### src/rtl/core/bcdds_pkg.sv
package bcdds_pkg;

   localparam int ValueWidth  = 32;
   localparam int DigitWidth  = 4;
   localparam int SelectWidth = 2;
   localparam int CountWidth  = 2;

   localparam int MaxDigits   = 3;
   localparam int SelectLines = 3;
   localparam int DigitCap    = (MaxDigits < SelectLines) ? MaxDigits : SelectLines;

   localparam logic [CountWidth-1:0] DigitCountReset = CountWidth'(3);
   localparam logic [CountWidth-1:0] DigitCapCode    = CountWidth'(DigitCap);

   // Reciprocal of ten: floor(v * Recip10 / 2^Recip10Shift) equals v / 10
   // for every 32-bit unsigned v.
   localparam logic [ValueWidth-1:0] Recip10      = 32'hCCCC_CCCD;
   localparam int                    Recip10Shift = 35;

   localparam int QueueDepth = 2;

   typedef struct packed {
      logic [ValueWidth-1:0] value;
      logic [CountWidth-1:0] count;
   } bcd_job_type;

   typedef struct packed {
      logic full;
      logic empty;
   } queue_status_type;

endpackage

### src/rtl/core/bcdds_queue.sv
module bcdds_queue (
   input  logic                         clock,
   input  logic                         reset,
   input  logic                         push,
   input  bcdds_pkg::bcd_job_type       push_job,
   input  logic                         pop,
   output bcdds_pkg::bcd_job_type       pop_job,
   output bcdds_pkg::queue_status_type  status
);
   import bcdds_pkg::*;

   localparam int PtrWidth = (QueueDepth > 1) ? $clog2(QueueDepth) : 1;
   localparam int FillWidth = $clog2(QueueDepth + 1);

   bcd_job_type           entry_ff [QueueDepth];
   logic [PtrWidth-1:0]   wr_ptr_ff, wr_ptr_in;
   logic [PtrWidth-1:0]   rd_ptr_ff, rd_ptr_in;
   logic [FillWidth-1:0]  fill_ff, fill_in;
   logic                  do_push;
   logic                  do_pop;

   assign status.full  = (fill_ff == FillWidth'(QueueDepth));
   assign status.empty = (fill_ff == '0);
   assign do_push = push && !status.full;
   assign do_pop  = pop && !status.empty;
   assign pop_job = entry_ff[rd_ptr_ff];

   always_comb begin
      wr_ptr_in = wr_ptr_ff;
      rd_ptr_in = rd_ptr_ff;
      fill_in   = fill_ff;
      if (do_push) begin
         wr_ptr_in = (wr_ptr_ff == PtrWidth'(QueueDepth - 1)) ? '0 : wr_ptr_ff + 1'b1;
      end
      if (do_pop) begin
         rd_ptr_in = (rd_ptr_ff == PtrWidth'(QueueDepth - 1)) ? '0 : rd_ptr_ff + 1'b1;
      end
      if (do_push && !do_pop) begin
         fill_in = fill_ff + 1'b1;
      end else if (do_pop && !do_push) begin
         fill_in = fill_ff - 1'b1;
      end
   end

   always_ff @(posedge clock) begin
      if (reset) begin
         wr_ptr_ff <= '0;
         rd_ptr_ff <= '0;
         fill_ff   <= '0;
      end else begin
         wr_ptr_ff <= wr_ptr_in;
         rd_ptr_ff <= rd_ptr_in;
         fill_ff   <= fill_in;
      end
   end

   always_ff @(posedge clock) begin
      if (do_push) begin
         entry_ff[wr_ptr_ff] <= push_job;
      end
   end

endmodule

### config.mk
export PLATFORM = sky130hd
export DESIGN_NAME = bcdds_queue
export DESIGN_NICKNAME = d
export VERILOG_FILES = /design/src/rtl/core/bcdds_pkg.sv /design/src/rtl/core/bcdds_queue.sv
export SDC_FILE = /design/constraint.sdc
export NUM_CORES = 1
export LEC_CHECK = 0
export ABC_AREA = 1
export CAP_MARGIN = 10
export CORE_AREA = 2 2 82 84
export CTS_BUF_LIST = sky130_fd_sc_hd__clkbuf_8
export DETAILED_ROUTE_END_ITERATION = 16
export DIE_AREA = 0 0 84 86
export DONT_BUFFER_PORTS = 1
export PLACE_DENSITY = 0.58
export SYNTH_ARGS = -nofsm -noshare
export SYNTH_HDL_FRONTEND = slang
export SYNTH_SLANG_ARGS = --single-unit
### constraint.sdc
create_clock -name clock -period 2.52 [get_ports clock]
set_input_delay 0.378 -clock clock [delete_from_list [all_inputs] [get_ports clock]]
set_output_delay 0.378 -clock clock [all_outputs]
set_load 0.1 [all_outputs]
==> qor.yml <==
timing:
  final_hold_viol_count: 0
  fin_crit_sh: 0.847
  fin_tns_setup_ns: 0
  fmax_mhz: 469
  tightestPinTransition_ns: 0.529
  finalCriticalPeriod_ns: 2.13
  rsz0062_at_grt: "no"
  fin_hold_ws_ns: 0.142
  slew_headroom: 0.647
  setup_viol_count_final: 0
  drv_slew: 0
  fin_skew_ns: 0.00571
clock_network:
  cts_sinks: 73
  cts_root_buffer: "clkbuf_8"
  numCtsBuffers: 9
  clk_latency_ns: 0.32
  clk_pin_slew_ns: 0.07
  hold_buffers: 0
  postCtsSetupBuffers: 0
  cts_resized: 0
  cts_tree: "yes"
  htreeDepth: 3
  clockBufferDepth: 2
global_route:
  grt_util_met2: 0.220
  grt_max_degree: 23
  busiest_layer: "met2"
  met1_usage: 0.117
  use_met3: 0.0558
  grt_pass1_wl_mm: 6.45
  grt.total_usage: 0.122
  grt_pass1_vias: 1322
  grt.overflow.total: 0
  antenna_found_initial: 0
yosys:
  synth_top_flop_cell: "edfxtp_1"
  synth.avg_cell_area_um2: 20.0
  syn_area_um2: 2860
  synthAdderAreaFrac: 0.00437
  synthSimpleGateAreaFrac: 0.0240
  synth_compound_area_frac: 0.0131
  synth.most_common_cell: "edfxtp_1"
  seq_area_frac_synth: 0.749
  post-synth-top-area-cell: "edfxtp_1"
  synth.top_cell.area_share: 0.714
  synth.distinct_cells: 18
  synthTopCellsByCount: "68 x edfxtp_1, 30 x mux2_4, 9 x nor2_1, 8 x inv_1, 5 x dfxtp_1"
  synth_edf_count: 68
  syn-num-nets: 182
  synth-seq-cells: 73
  yosys_warnings: 0
  synth_xor_area_frac: 0
  synth-async-reset-ratio: 0
  synth_mux_area_frac: 0.173
  synth_top_family_by_area: "multiplexers"
  synthTopCellsByArea: "edfxtp_1 71%, mux2_4 16%, dfxtp_1 3.5%"
  syn_inst: 143
final_layout:
  syn2layout_area_growth_pct: 9.01
  drive_gt1_frac: 0.379
  n_antenna_cell: 0
  fin_util: 0.497
  nets: 195
  multi_input_area_um2: 634
  n_fill_cell: 502
  regArea_um2: 2140
die:
  pin_count: 74
  die-area_um2: 7220
  fp.coreArea_um2: 6280
  initial_core_util: 0.456
  rows: 29
  dieHeight_um: 86
  die_x_um: 84
setup_path:
  cpPeakStageDelay_ns: 0.64
  crit_fanout: 16
  worstSetupEndpointType: "output pin"
  slowest_stage: "dfxtp_2"
  cp_cell_sequence: "buf_4 > mux2_4"
  crit_type: "reg2out"
  critical_path_required_ns: 2.14
  cp-start-kind: "flop"
  arrival_ns: 1.76
status:
  status: "finished clean"
placed_design:
  dp_hpwl_mm: 2.98
  io_buffers: 0
  gp_congestion: 0.682
drt:
  wire_per_inst_um: 17.9
  num_vias: 1187
  first_iter_violations: 55
  drtPass1Iterations: 3
  vias_per_cell: 4.99
  drc: 0
  drt-total-wl_mm: 4.25
  postRouteAntennaNets: 0
job:
  cap_violations: 0
worst_hold_path:
  hp-class: "in2reg"
[critical path: cells and delay by family, from the launching register on]
family	cells	cell delay (ns)
flip-flops	1	0.64
multiplexers	1	0.46
buffers and inverters	1	0.32
[metal layers]
| metal | wire (um) | up-vias |
|---|---|---|
| met2 | 2370 | 43 |
| li1 | - | 563 |
| met3 | 379 | 5 |
| met4 | 49 | 0 |
| met5 | 0 | - |
| met1 | 1450 | 576 |
[kinds of logic after synthesis]
kind of cell               after synthesis
AOI/OAI and AO/OA                        6
adders and majority gates                1
buffers and inverters                   13
DFF                                     73
muxes                                   34
and+or+nand+nor                         16
[per-stage QoR]
stage	setup slack, ns	std cells	area (um2)
floorplan	0.119	143	2860
global placement	0.730	222	2970
detailed placement	0.703	222	2970
CTS	0.337	238	3120
global route	0.277	238	3120
finish	0.387	238	3120
[final timing paths]
| check | start | end | slack, ns | cells after the start |
|---|---|---|---|---|
| setup reg to reg | fill_ff[0] | entry_ff[1][20] | 0.74 | 3 |
| hold / removal | push_job[22] | entry_ff[0][22] | 0.14 | 0 |
| setup / recovery | flop | pop_job[2] | 0.39 | 2 |
| hold reg to reg | wr_ptr_ff | wr_ptr_ff | 0.57 | 2 |
[registers in the layout, summed over array words and instances (netlist names), named ones only]
signal / count
entry_ff: 68
fill_ff: 2
rd_ptr_ff: 1
wr_ptr_ff: 1
[area by class of cell]
type | instances | share of cell area
Tap cell | 77 | 0.0309
Clock buffer | 9 | 0.0397
Clock inverter | 7 | 0.00963
Multi-Input combinational cell | 57 | 0.203
Timing Repair Buffer | 6 | 0.0185
Sequential cell | 73 | 0.687
Inverter | 9 | 0.0108
[cells in the final DEF, fill, tap and decap left out]
| master | instances |
|---|---|
| o21ai_0 | 3 |
| nor2_2 | 2 |
| inv_2 | 1 |
| nand4_1 | 1 |
| a21oi_1 | 1 |
| mux2_2 | 4 |
| buf_12 | 1 |
| edfxtp_1 | 68 |
| buf_4 | 5 |
| clkbuf_8 | 9 |
| o21ai_2 | 2 |
| nand2_2 | 1 |
| dfxtp_1 | 4 |
| mux2_4 | 30 |
| ha_1 | 1 |
| nand2_1 | 3 |
| nor2_4 | 2 |
| clkinv_2 | 3 |
| and2_1 | 1 |
| clkinv_1 | 2 |
| inv_1 | 10 |
| nor2_1 | 5 |
| nand3_1 | 1 |
| dfxtp_2 | 1 |
Power is left out: the tool's default activity adds up to more than one toggle a clock period on the data nets, which glitch-free logic cannot reach.
